<file path="config.mk">
export PLATFORM = sky130hd
export DESIGN_NAME = motor_speed_ramp_generator
export DESIGN_NICKNAME = d
export VERILOG_FILES = /design/src/rtl/msrg_pkg.sv /design/src/rtl/msrg_serial_unit.sv /design/src/rtl/motor_speed_ramp_generator.sv
export SDC_FILE = /design/constraint.sdc
export NUM_CORES = 2
export LEC_CHECK = 0
export ABC_CLOCK_PERIOD_IN_PS = 8220
export BUFFER_PORTS_ARGS = -buffer_cell sky130_fd_sc_hd__buf_2
export CAP_MARGIN = 20
export CORE_MARGIN = 1
export CORE_UTILIZATION = 64
export CTS_CLUSTER_DIAMETER = 120
export DETAILED_ROUTE_END_ITERATION = 8
export PLACE_DENSITY = 0.82
export SYNTH_ARGS = -nofsm -noshare
export SYNTH_HDL_FRONTEND = slang
export SYNTH_SLANG_ARGS = --single-unit
</file>
<file path="constraint.sdc">
create_clock -name clk -period 8.22 [get_ports clk]
set_input_delay 1.644 -clock clk [delete_from_list [all_inputs] [get_ports clk]]
set_output_delay 1.644 -clock clk [all_outputs]
set_load 0.02 [all_outputs]
</file>
<file path="src/rtl/msrg_pkg.sv">
package msrg_pkg;

  localparam int unsigned UPDATE_INTERVAL_MS = 10;
  localparam int unsigned MS_PER_S           = 1000;
  localparam int unsigned FREQ_DIVISOR       = 15;
  localparam int unsigned FREQ_PRESHIFT      = 10;

  localparam int unsigned MUL_A_W   = 25;
  localparam int unsigned MUL_B_W   = 16;
  localparam int unsigned ACC_W     = 48;
  localparam int unsigned DEN_W     = 32;
  localparam int unsigned CNT_W     = 6;

  localparam logic [1:0] FN_TICK       = 2'd0;
  localparam logic [1:0] FN_START_RAMP = 2'd1;
  localparam logic [1:0] FN_START_SPD  = 2'd2;
  localparam logic [1:0] FN_STOP       = 2'd3;

  localparam logic [1:0] CFG_STEPS_PER_REV   = 2'd0;
  localparam logic [1:0] CFG_MICROSTEP_SHIFT = 2'd1;

  typedef struct packed {
    logic [1:0]         func;
    logic [31:0]        now_ms;
    logic signed [23:0] target_speed;
    logic [22:0]        ramp_rate;
  } in_item_t;

  typedef struct packed {
    logic        drive_enable;
    logic        direction;
    logic [31:0] pulse_rate;
    logic        ramp_active;
    logic        bad_rate;
  } out_item_t;

  typedef struct packed {
    logic go;
    logic is_div;
  } unit_cmd_t;

  typedef enum logic [3:0] {
    S_IDLE,
    S_DECODE,
    S_DUR_MUL,
    S_DUR_DIV,
    S_FRAC_DIV,
    S_STEP_MUL,
    S_APPLY,
    S_FREQ_MUL,
    S_FREQ_DIV,
    S_DONE
  } state_t;

  function automatic logic [24:0] abs25(input logic signed [24:0] x);
    abs25 = x[24] ? 25'(-x) : 25'(x);
  endfunction

endpackage

</file>
<file path="src/rtl/msrg_serial_unit.sv">
module msrg_serial_unit (
  input  logic                                 clk,
  input  logic                                 rst_n,
  input  msrg_pkg::unit_cmd_t                  cmd,
  input  logic [msrg_pkg::MUL_A_W-1:0]         op_a,
  input  logic [msrg_pkg::MUL_B_W-1:0]         op_b,
  input  logic [msrg_pkg::ACC_W-1:0]           op_num,
  input  logic [msrg_pkg::DEN_W-1:0]           op_den,
  output logic                                 done,
  output logic [msrg_pkg::ACC_W-1:0]           result
);
  import msrg_pkg::*;

  logic             busy_r, done_r, is_div_r;
  logic [CNT_W-1:0] cnt_r;
  logic [ACC_W-1:0] q_r, q_nxt;
  logic [DEN_W-1:0] rem_r, rem_nxt, den_r;
  logic [MUL_A_W-1:0] a_r;
  logic [MUL_B_W-1:0] b_r;
  logic [DEN_W:0]   rem_sh;
  logic             fits;

  always_comb begin
    rem_sh  = {rem_r, q_r[ACC_W-1]};
    fits    = rem_sh >= {1'b0, den_r};
    rem_nxt = rem_r;
    if (is_div_r) begin
      rem_nxt = fits ? DEN_W'(rem_sh - {1'b0, den_r}) : rem_sh[DEN_W-1:0];
      q_nxt   = {q_r[ACC_W-2:0], fits};
    end else begin
      q_nxt = {q_r[ACC_W-2:0], 1'b0} + (b_r[MUL_B_W-1] ? ACC_W'(a_r) : '0);
    end
  end

  always_ff @(posedge clk) begin
    if (!rst_n) begin
      busy_r <= 1'b0;
      done_r <= 1'b0;
    end else begin
      done_r <= 1'b0;
      if (cmd.go) begin
        busy_r <= 1'b1;
      end else if (busy_r && cnt_r == '0) begin
        busy_r <= 1'b0;
        done_r <= 1'b1;
      end
    end
  end

  always_ff @(posedge clk) begin
    if (cmd.go) begin
      is_div_r <= cmd.is_div;
      cnt_r    <= cmd.is_div ? CNT_W'(ACC_W - 1) : CNT_W'(MUL_B_W - 1);
      q_r      <= cmd.is_div ? op_num : '0;
      rem_r    <= '0;
      a_r      <= op_a;
      b_r      <= op_b;
      den_r    <= op_den;
    end else if (busy_r) begin
      q_r   <= q_nxt;
      rem_r <= rem_nxt;
      b_r   <= {b_r[MUL_B_W-2:0], 1'b0};
      cnt_r <= cnt_r - 1'b1;
    end
  end

  assign done   = done_r;
  assign result = q_r;

endmodule

</file>
<file path="src/rtl/motor_speed_ramp_generator.sv">
// Linear speed ramp generator for a step/direction drive: one result per
// request, handled one request at a time. Stop, and ticks that are not due or
// find no ramp, use no arithmetic. Start at speed and start ramp each run at
// most a multiply and a divide; a due ramp tick runs up to two of each, all
// on the shared bit-serial unit, which works through a multiply or a
// divide one bit per cycle.
module motor_speed_ramp_generator (
  input  logic                clk,
  input  logic                rst_n,
  input  logic                in_valid,
  output logic                in_ready,
  input  msrg_pkg::in_item_t  in_data,
  output logic                out_valid,
  input  logic                out_ready,
  output msrg_pkg::out_item_t out_data,
  input  logic                cfg_valid,
  output logic                cfg_ready,
  input  logic [1:0]          cfg_index,
  input  logic [15:0]         cfg_data
);
  import msrg_pkg::*;

  state_t state_r, state_nxt;
  in_item_t req_r;
  logic [15:0] spr_r;
  logic [3:0]  sh_r;
  logic signed [23:0] cur_r, cur_nxt, start_r, start_nxt, goal_r, goal_nxt, spd_r, spd_nxt;
  logic [31:0] begin_r, begin_nxt, finish_r, finish_nxt, last_r, last_nxt, freq_r, freq_nxt;
  logic ramping_r, ramping_nxt, en_r, en_nxt, dir_r, dir_nxt, bad_r, bad_nxt;
  logic out_valid_r, out_valid_nxt;
  out_item_t out_data_r, out_data_nxt;

  unit_cmd_t          cmd;
  logic [MUL_A_W-1:0] u_a;
  logic [MUL_B_W-1:0] u_b;
  logic [ACC_W-1:0]   u_num, u_res;
  logic [DEN_W-1:0]   u_den;
  logic               u_done;

  logic [31:0] span, elapsed;
  logic [24:0] delta_new, delta_run, step;
  logic [23:0] mag;
  logic [54:0] scaled;
  logic signed [24:0] stepped;

  msrg_serial_unit u_unit (
    .clk(clk), .rst_n(rst_n), .cmd(cmd), .op_a(u_a), .op_b(u_b),
    .op_num(u_num), .op_den(u_den), .done(u_done), .result(u_res)
  );

  assign in_ready  = state_r == S_IDLE;
  assign cfg_ready = 1'b1;
  assign out_valid = out_valid_r;
  assign out_data  = out_data_r;

  always_comb begin
    span      = finish_r - begin_r;
    elapsed   = req_r.now_ms - begin_r;
    delta_new = abs25(25'(req_r.target_speed) - 25'(cur_r));
    delta_run = abs25(25'(goal_r) - 25'(start_r));
    step      = u_res[40:16];
    stepped   = (goal_r >= start_r) ? 25'(start_r) + 25'(step) : 25'(start_r) - 25'(step);
    mag       = 24'(abs25(25'(spd_r)));
    scaled    = {16'b0, u_res[38:0]} << sh_r;
  end

  always_comb begin
    state_nxt   = state_r;
    cur_nxt     = cur_r;
    start_nxt   = start_r;
    goal_nxt    = goal_r;
    spd_nxt     = spd_r;
    begin_nxt   = begin_r;
    finish_nxt  = finish_r;
    last_nxt    = last_r;
    freq_nxt    = freq_r;
    ramping_nxt = ramping_r;
    en_nxt      = en_r;
    dir_nxt     = dir_r;
    bad_nxt     = bad_r;
    out_valid_nxt = out_valid_r && !out_ready;
    out_data_nxt  = out_data_r;
    cmd   = '0;
    u_a   = '0;
    u_b   = '0;
    u_num = '0;
    u_den = '0;
    unique case (state_r)
      S_IDLE: begin
        if (in_valid) begin
          state_nxt = S_DECODE;
          bad_nxt   = 1'b0;
        end
      end
      S_DECODE: begin
        unique case (req_r.func)
          FN_TICK: begin
            if (!ramping_r || req_r.now_ms < last_r + 32'(UPDATE_INTERVAL_MS)) begin
              state_nxt = S_DONE;
            end else begin
              last_nxt = req_r.now_ms;
              if (req_r.now_ms > finish_r) begin
                spd_nxt     = goal_r;
                ramping_nxt = 1'b0;
                state_nxt   = S_APPLY;
              end else if (span == '0 || elapsed >= span) begin
                cmd.go    = 1'b1;
                u_a       = delta_run;
                u_b       = (span == '0) ? '0 : '1;
                state_nxt = S_STEP_MUL;
              end else begin
                cmd       = '{go: 1'b1, is_div: 1'b1};
                u_num     = {elapsed, 16'b0};
                u_den     = span;
                state_nxt = S_FRAC_DIV;
              end
            end
          end
          FN_START_RAMP: begin
            if (req_r.ramp_rate == '0) begin
              bad_nxt   = 1'b1;
              state_nxt = S_DONE;
            end else begin
              start_nxt   = cur_r;
              goal_nxt    = req_r.target_speed;
              begin_nxt   = req_r.now_ms;
              last_nxt    = req_r.now_ms;
              ramping_nxt = 1'b1;
              cmd.go      = 1'b1;
              u_a         = delta_new;
              u_b         = MUL_B_W'(MS_PER_S);
              state_nxt   = S_DUR_MUL;
            end
          end
          FN_START_SPD: begin
            spd_nxt   = req_r.target_speed;
            state_nxt = S_APPLY;
          end
          FN_STOP: begin
            freq_nxt  = '0;
            en_nxt    = 1'b0;
            state_nxt = S_DONE;
          end
          default: state_nxt = S_DONE;
        endcase
      end
      S_DUR_MUL: begin
        if (u_done) begin
          cmd       = '{go: 1'b1, is_div: 1'b1};
          u_num     = u_res;
          u_den     = DEN_W'(req_r.ramp_rate);
          state_nxt = S_DUR_DIV;
        end
      end
      S_DUR_DIV: begin
        if (u_done) begin
          finish_nxt = ((|u_res[47:32]) ? '1 : u_res[31:0]) + begin_r;
          state_nxt  = S_DONE;
        end
      end
      S_FRAC_DIV: begin
        if (u_done) begin
          cmd.go    = 1'b1;
          u_a       = delta_run;
          u_b       = u_res[15:0];
          state_nxt = S_STEP_MUL;
        end
      end
      S_STEP_MUL: begin
        if (u_done) begin
          spd_nxt   = stepped[23:0];
          state_nxt = S_APPLY;
        end
      end
      S_APPLY: begin
        cur_nxt = spd_r;
        if (mag <= 24'd2) begin
          freq_nxt  = '0;
          en_nxt    = 1'b0;
          state_nxt = S_DONE;
        end else begin
          en_nxt    = 1'b1;
          dir_nxt   = spd_r[23];
          cmd.go    = 1'b1;
          u_a       = {1'b0, mag};
          u_b       = spr_r;
          state_nxt = S_FREQ_MUL;
        end
      end
      S_FREQ_MUL: begin
        if (u_done) begin
          cmd       = '{go: 1'b1, is_div: 1'b1};
          u_num     = ACC_W'(scaled[54:FREQ_PRESHIFT]);
          u_den     = DEN_W'(FREQ_DIVISOR);
          state_nxt = S_FREQ_DIV;
        end
      end
      S_FREQ_DIV: begin
        if (u_done) begin
          freq_nxt  = (|u_res[47:32]) ? '1 : u_res[31:0];
          state_nxt = S_DONE;
        end
      end
      S_DONE: begin
        if (!out_valid_r || out_ready) begin
          out_valid_nxt = 1'b1;
          out_data_nxt  = '{drive_enable: en_r, direction: dir_r, pulse_rate: freq_r,
                            ramp_active: ramping_r, bad_rate: bad_r};
          state_nxt     = S_IDLE;
        end
      end
      default: state_nxt = S_IDLE;
    endcase
  end

  always_ff @(posedge clk) begin
    if (!rst_n) begin
      state_r     <= S_IDLE;
      spr_r       <= 16'd200;
      sh_r        <= '0;
      cur_r       <= '0;
      start_r     <= '0;
      goal_r      <= '0;
      begin_r     <= '0;
      finish_r    <= '0;
      last_r      <= '0;
      ramping_r   <= 1'b0;
      en_r        <= 1'b0;
      dir_r       <= 1'b1;
      freq_r      <= '0;
      bad_r       <= 1'b0;
      out_valid_r <= 1'b0;
    end else begin
      state_r     <= state_nxt;
      cur_r       <= cur_nxt;
      start_r     <= start_nxt;
      goal_r      <= goal_nxt;
      begin_r     <= begin_nxt;
      finish_r    <= finish_nxt;
      last_r      <= last_nxt;
      ramping_r   <= ramping_nxt;
      en_r        <= en_nxt;
      dir_r       <= dir_nxt;
      freq_r      <= freq_nxt;
      bad_r       <= bad_nxt;
      out_valid_r <= out_valid_nxt;
      if (cfg_valid && cfg_index == CFG_STEPS_PER_REV) begin
        spr_r <= cfg_data;
      end
      if (cfg_valid && cfg_index == CFG_MICROSTEP_SHIFT) begin
        sh_r <= cfg_data[3:0];
      end
    end
  end

  always_ff @(posedge clk) begin
    if (in_valid && in_ready) begin
      req_r <= in_data;
    end
    spd_r      <= spd_nxt;
    out_data_r <= out_data_nxt;
  end

`ifndef NO_ASSERTIONS
  a_accept_starts: assert property (@(posedge clk) disable iff (!rst_n)
    in_valid && in_ready |=> state_r == S_DECODE)
    else $error("accepted request did not start decoding");
  a_done_in_wait: assert property (@(posedge clk) disable iff (!rst_n)
    u_done |-> (state_r == S_DUR_MUL || state_r == S_DUR_DIV || state_r == S_FRAC_DIV ||
                state_r == S_STEP_MUL || state_r == S_FREQ_MUL || state_r == S_FREQ_DIV))
    else $error("serial unit finished outside a wait state");
  a_freq_needs_enable: assert property (@(posedge clk) disable iff (!rst_n)
    freq_r != '0 |-> en_r)
    else $error("step frequency nonzero with drive disabled");
`endif

endmodule
</file>
==> Word-level counts from Yosys, hierarchy flattened <==
Index checks and enable logic that the tools add are counted.
{ "op_classes": {"n_addsub": 14, "magnitude_cmp": 6, "eq_ne": 32, "shifts": 1, "n_mux": 99, "n_bitwise": 3, "n_reduce_logical": 41} }
{ "op_table": {"columns": ["op", "n"], "rows": [
  ["$mux W48", 9],
  ["$mux W32", 11],
  ["$mux W25", 8],
  ["$pmux W32 S3", 2],
  ["$mux W24", 6],
  ["$pmux W48 S3", 1],
  ["$mux W16", 8],
  ["$pmux W24 S2", 2],
  ["$sub A32 B32 Y32", 3],
  ["$pmux W25 S3", 1],
  ["$pmux W32 S2", 1],
  ["$shl A39 B4 Y55", 1],
  ["$neg A25 Y25", 2],
  ["$pmux W25 S2", 1],
  ["$sub A24 B24 Y25", 2],
  ["$add A48 B25 Y48", 1],
  ["$pmux W16 S3", 1],
  ["$mux W45", 1],
  ["$mux W4", 11],
  ["$pmux W4 S9", 1],
  ["$ge A33 B32 Y1", 1],
  ["$add A32 B32 Y32", 1],
  ["$add A32 B4 Y32 const B", 1],
  ["$ge A32 B32 Y1", 1],
  ["other kinds (46)", 119]
]} }
{ "word_totals": {"ff_bits": 532, "input_bits": 104, "out_inout_bits": 39, "elab_cells": 230} }

==> Longest topological paths before layout <==
{ "logic_depth": {"depth_word": 10, "mapped_depth": 29} }

==> Hierarchy <==
From an unflattened synthesis, not the netlist that was laid out.
{ "hier_totals": {"cells_unflattened": 4789, "area_unflattened_um2": 40881.7} }
{ "modules_own_cells": {"columns": ["module", "n_inst", "cells_per_inst", "area_each_um2"], "rows": [
  ["motor_speed_ramp_generator", 1, 3742, 30613.1],
  ["msrg_serial_unit", 1, 1047, 10268.6]
]} }

==> Worst setup path before layout <==
Ideal clock, no wire load.
{ "synth_timing": {"kind": "register to register", "from": "register last_r[4]", "to": "register u_unit.q_r[0] (netlist: u_unit.result[0]), enable pin", "setup_ns": 0.459, "t_arrival_ns": 6.228, "slack_ns": 1.534, "path_stages_with_launch": 23, "path_buffers": 0, "synth_period_minus_slack_ns": 6.686, "cell_sequence": "dfxtp_1 > and3_1 > and3_1 > o211ai_1 > nor2_1 > nand2_1 > nor2_1 > nand2_1 > xor2_1 > ha_1 > a41oi_1 > o21ai_0 > a21o_1 > a21o_1 > a211oi_1 > o22ai_1 > a21oi_1 > or4_1 > inv_1 > nor4b_4 > inv_2 > or2_1 > nor2b_1"} }
{ "synth_between": {"elab_chain_len": 8} }
{ "synth_lines": {"columns": ["item", "line_no", "source"], "rows": [
  ["start, declared", "motor_speed_ramp_generator.sv:28", "logic [31:0] begin_r, begin_nxt, finish_r, finish_nxt, last_r, last_nxt, freq_r, freq_nxt;"],
  ["start signal, assigned", "motor_speed_ramp_generator.sv:240", "last_r <= last_nxt;"],
  ["$add A32 B4 Y32 (*)", "motor_speed_ramp_generator.sv:98", "if (!ramping_r || req_r.now_ms < last_r + 32'(UPDATE_INTERVAL_MS)) begin"],
  ["$lt A32 B32 Y1 (*)", "motor_speed_ramp_generator.sv:98", null],
  ["$logic_or A1 B1 Y1 (*)", "motor_speed_ramp_generator.sv:98", null],
  ["$mux W2 (*)", "motor_speed_ramp_generator.sv:98", null],
  ["$pmux W1 S2 / $mux W1 (equally long branches)", "motor_speed_ramp_generator.sv:96", "unique case (req_r.func)"],
  ["$pmux W1 S4 / $pmux W1 S2 (equally long branches)", "motor_speed_ramp_generator.sv:88", "unique case (state_r)"],
  ["$ne A4 B4 Y1 (no source line) / $reduce_bool A2 Y1 (equally long branches)", null, null],
  ["$reduce_and A2 Y1 (no source line) (*)", null, null],
  ["end signal, assigned", "msrg_serial_unit.sv:54", "q_r <= cmd.is_div ? op_num : '0;"],
  ["end signal, assigned", "msrg_serial_unit.sv:60", "q_r <= q_nxt;"],
  ["end, declared", "msrg_serial_unit.sv:16", "logic [ACC_W-1:0] q_r, q_nxt;"]
]} }
Mark *: on every way between the ends. The rest lies on a longest branch, timed or not.
A chain may end at the register's enable or synchronous reset.

==> Final worst setup path <==
{ "layout_timing": {"from": "register req_r[55] in the netlist's numbering", "to": "register u_unit.a_r[14] (data pin)"} }
{ "layout_between": {"elab_chain_len": 8} }
{ "layout_lines": {"columns": ["item", "line_no", "source"], "rows": [
  ["start, declared", "motor_speed_ramp_generator.sv:24", "in_item_t req_r;"],
  ["start signal, assigned", "motor_speed_ramp_generator.sv:258", "req_r <= in_data;"],
  ["$sub A32 B32 Y32", "motor_speed_ramp_generator.sv:58", "elapsed = req_r.now_ms - begin_r;"],
  ["$ge A32 B32 Y1", "motor_speed_ramp_generator.sv:106", "end else if (span == '0 || elapsed >= span) begin"],
  ["$logic_or A1 B1 Y1", "motor_speed_ramp_generator.sv:106", null],
  ["$mux W25", "motor_speed_ramp_generator.sv:106", null],
  ["$mux W25", "motor_speed_ramp_generator.sv:102", "if (req_r.now_ms > finish_r) begin"],
  ["$mux W25 (*)", "motor_speed_ramp_generator.sv:98", null],
  ["$pmux W25 S2 (*)", "motor_speed_ramp_generator.sv:96", null],
  ["$pmux W25 S3 (*)", "motor_speed_ramp_generator.sv:88", null],
  ["named net u_a[14]", "motor_speed_ramp_generator.sv:34", "logic [MUL_A_W-1:0] u_a;"],
  ["end signal, assigned", "msrg_serial_unit.sv:56", "a_r <= op_a;"],
  ["end, declared", "msrg_serial_unit.sv:18", "logic [MUL_A_W-1:0] a_r;"]
]} }
Mark *: on every way through the listed nets, which the timed path passes. The rest lies on a longest branch.

==> run summary <==
Slew Viols, Final: 0
die area: 0.0619 mm^2
Via Count: 35,400
setup TNS: 0 ns
Final Wtd Congestion: 0.997
H-tree levels: 2
post-CTS repair timing setup buffer count: 0
area leader, netlist: edfxtp_1
Final nets: 5,055
total track usage: 37.2%
remaining antenna violation count after routing: 0
grt ovf: 0
FF+latch count, synth: 532
top cell type's share of synthesized area: 20.7%
Slew @ Worst Pin: 1.21 ns
CTS tree: done
critical path required time: 8.56 ns
outcome: finished, violations left
total clock buffers created by CTS: 57
CP Cell Sequence: ha_1 -> and3_1 -> a221oi_1 -> nor2_1 -> a21oi_1 -> o21ai_0 -> a221o_1 -> a31o_2 -> a41o_1 -> o22ai_1 -> xnor2_1 -> ha_1 -> a21o_1 -> a21o_1 -> a21oi_1 -> nor2b_1 -> o21ai_0 -> nand2b_1 -> a221o_1 -> a21oi_1 -> buf_4 -> nand2b_1 -> a21oi_2 -> o221ai_1
final period utilization: 83.5%
final wirelength: 118,000 um
Vias/cell: 6.49
post-route minimum period: 6.86 ns
synth unique cells: 87
total power density per cell area: 280 mW/mm^2
register area share after synthesis: 34.2%
cell mode on critical path: a21oi_1
DIE HEIGHT: 249 um
synthesized area per cell: 8.48 um^2
Post-synth EDFFs: 269
ys flop type: edfxtp_1
CP top delay family: compound AO/OA/AOI/OAI gates
Critical Path End Type: flip-flop
most frequent cells in the layout: 600 x nand2_1, 436 x a21oi_1, 367 x nor2_1
reg2reg setup slack: 1.36 ns
final setup vio count: 0
DRT Pass-1 Iters: 9
area post-placement: 0.0403 mm^2
Root Driver: clkbuf_16
Arr. time, crit path: 7.20 ns
wire length per cell: 21.7 um
Fill cells: 4,787
largest net degree at the start of global routing: 120
YS warnings: 0
DRC violations left: 21
Lkg Pwr: 16.4 nW
maximum vdd ir drop: 0.000234 V
Clock Latency Late Sink: 0.66 ns
worst path bufs/invs: 1
layout cells sized above 1: 7.82%
PortBufs: 141
Crit-path slowest cell: a21oi_2
post_cts resized: 0
crit-path max cell delay: 0.85 ns
clock buffer depth: 3
Iter 0 DRT Violations: 4,280
Max Cap Viol: 0
# rows: 90
RSZ-0062 raised after global routing: no
Mapped Cells: 4,601
Clock Sinks: 532
failing checks: DRC
first-pass GRT wire length: 182,000 um
endpoints failing hold: 0
Crit Path Max Fanout: 25
most common cell after layout, fill and taps aside: nand2_1
Net Count, Synth: 5,035
Area contributors post-synth: edfxtp_1 21%, dfxtp_1 13%, ha_1 10%, nand2_1 5.8%, a21oi_1 5.6%
fmax: 146 MHz
Rel. slew slack: 18.4%
Worst Hold Class: reg -> reg
starting density of the core: 64.8%
crit path launch type: flip-flop
Final Core Density: 70.1%
vias in the first global route: 32,600
CORE AREA: 0.0602 mm^2
synthesis-to-layout area growth: 8.26%
initial antenna violation count: 5
Final HPWL DP: 87,200 um
post-route cell area: 0.0422 mm^2
Setup CP Type: reg -> reg
clock slew at the register clock pins of the worst setup and hold paths: 0.07 ns
clock skew: 0.0235 ns
CTS Hold Bufs: 0
Horiz. Die Dim: 249 um
# IOs: 143
Post-Syn Area: 0.0390 mm^2
ys async rst share: 0%
## synthesized netlist by cell type, types with 57 or more instances
master    instances
a211oi_1         59
a21o_1          114
a21oi_1         437
clkbuf_1        200
dfxtp_1         263
edfxtp_1        269
ha_1            322
inv_1           251
mux2i_1         119
nand2_1         600
nand2b_1         62
nand3_1          75
nor2_1          369
nor2b_1          57
nor3_1           81
o21ai_0         234
xnor2_1         177
xor2_1          137
## area by class of cell
class                      instances  area [um^2]  share of cell area [%]
tap                              782          978                    2.32
antenna                            6         15.0                  0.0356
timing repair buffer             189         1110                    2.62
multi-input combinational       3586        23900                    56.7
clock buffer                      80         1600                    3.79
clock inverter                    28          289                   0.684
sequential                       532        13300                    31.6
inverter                         255          966                    2.29
## per-layer routing
metal | wire length, um | GRT usage, % | part of all wire, % | vias up
li1 | - | - | - | 16600
met1 | 49800 | 52.7 | 42 | 16600
met2 | 49900 | 55.5 | 42 | 1940
met3 | 14000 | 7.98 | 12 | 309
met4 | 4680 | 14.3 | 4.0 | 2
met5 | 13 | 0 | 0.011 | -
## final timing paths
check                                start             end  cells after the start
worst max register to register   req_r[55]  u_unit.a_r[14]                     24
worst max-delay path             req_r[55]  u_unit.a_r[14]                     24
worst min-delay path            freq_r[15]    out_data[17]                      0
worst min register to register  freq_r[15]    out_data[17]                      0
## worst reg2reg max path: cells and delay by family (launching register included)
| kind | cells | cell delay [ns] |
|---|---|---|
| AOI/OAI and AO/OA | 15 | 4.40 |
| adders and majority gates | 2 | 0.69 |
| and+or+nand+nor | 5 | 0.58 |
| DFF | 1 | 0.48 |
| buffers and inverters | 1 | 0.21 |
| xor gates and xnor gates | 1 | 0.19 |
## through the flow
stage                     hold WS, ns  worst slack (ns)  total power, mW  instances
final                           0.427              1.36             11.8       5458
after global routing            0.445             0.990             12.4       5452
after CTS                       0.429              1.48             11.6       5448
after detailed placement        0.417              1.51             8.99       5340
after global placement          0.412              1.65             8.90       5340
after floorplan                 0.402              1.53             7.51       4601
## power by group
part	total (mW)	internal, mW	switching (mW)
Combinational	5.47	2.15	3.32
Clock	2.63	1.47	1.16
Sequential	3.70	3.25	0.449
## registers in the layout (all words and copies together) (netlist names), 32 cells and up
register	cells
req_r	81
u_unit.result	48
out_data	36
begin_r	32
finish_r	32
freq_r	32
last_r	32
u_unit.den_r	32
u_unit.rem_r	32
## cells by family after synthesis
group,after synthesis,share of synthesized area (%)
fa+ha+maj,331,10.8
flops,532,34.2
mux,150,4.50
compound gates,1235,20.0
simple gates,1555,18.8
other cells,1,0.00961
buf+inv,483,4.69
xor+xnor,314,7.05
Power figures use the tool's default switching activity.
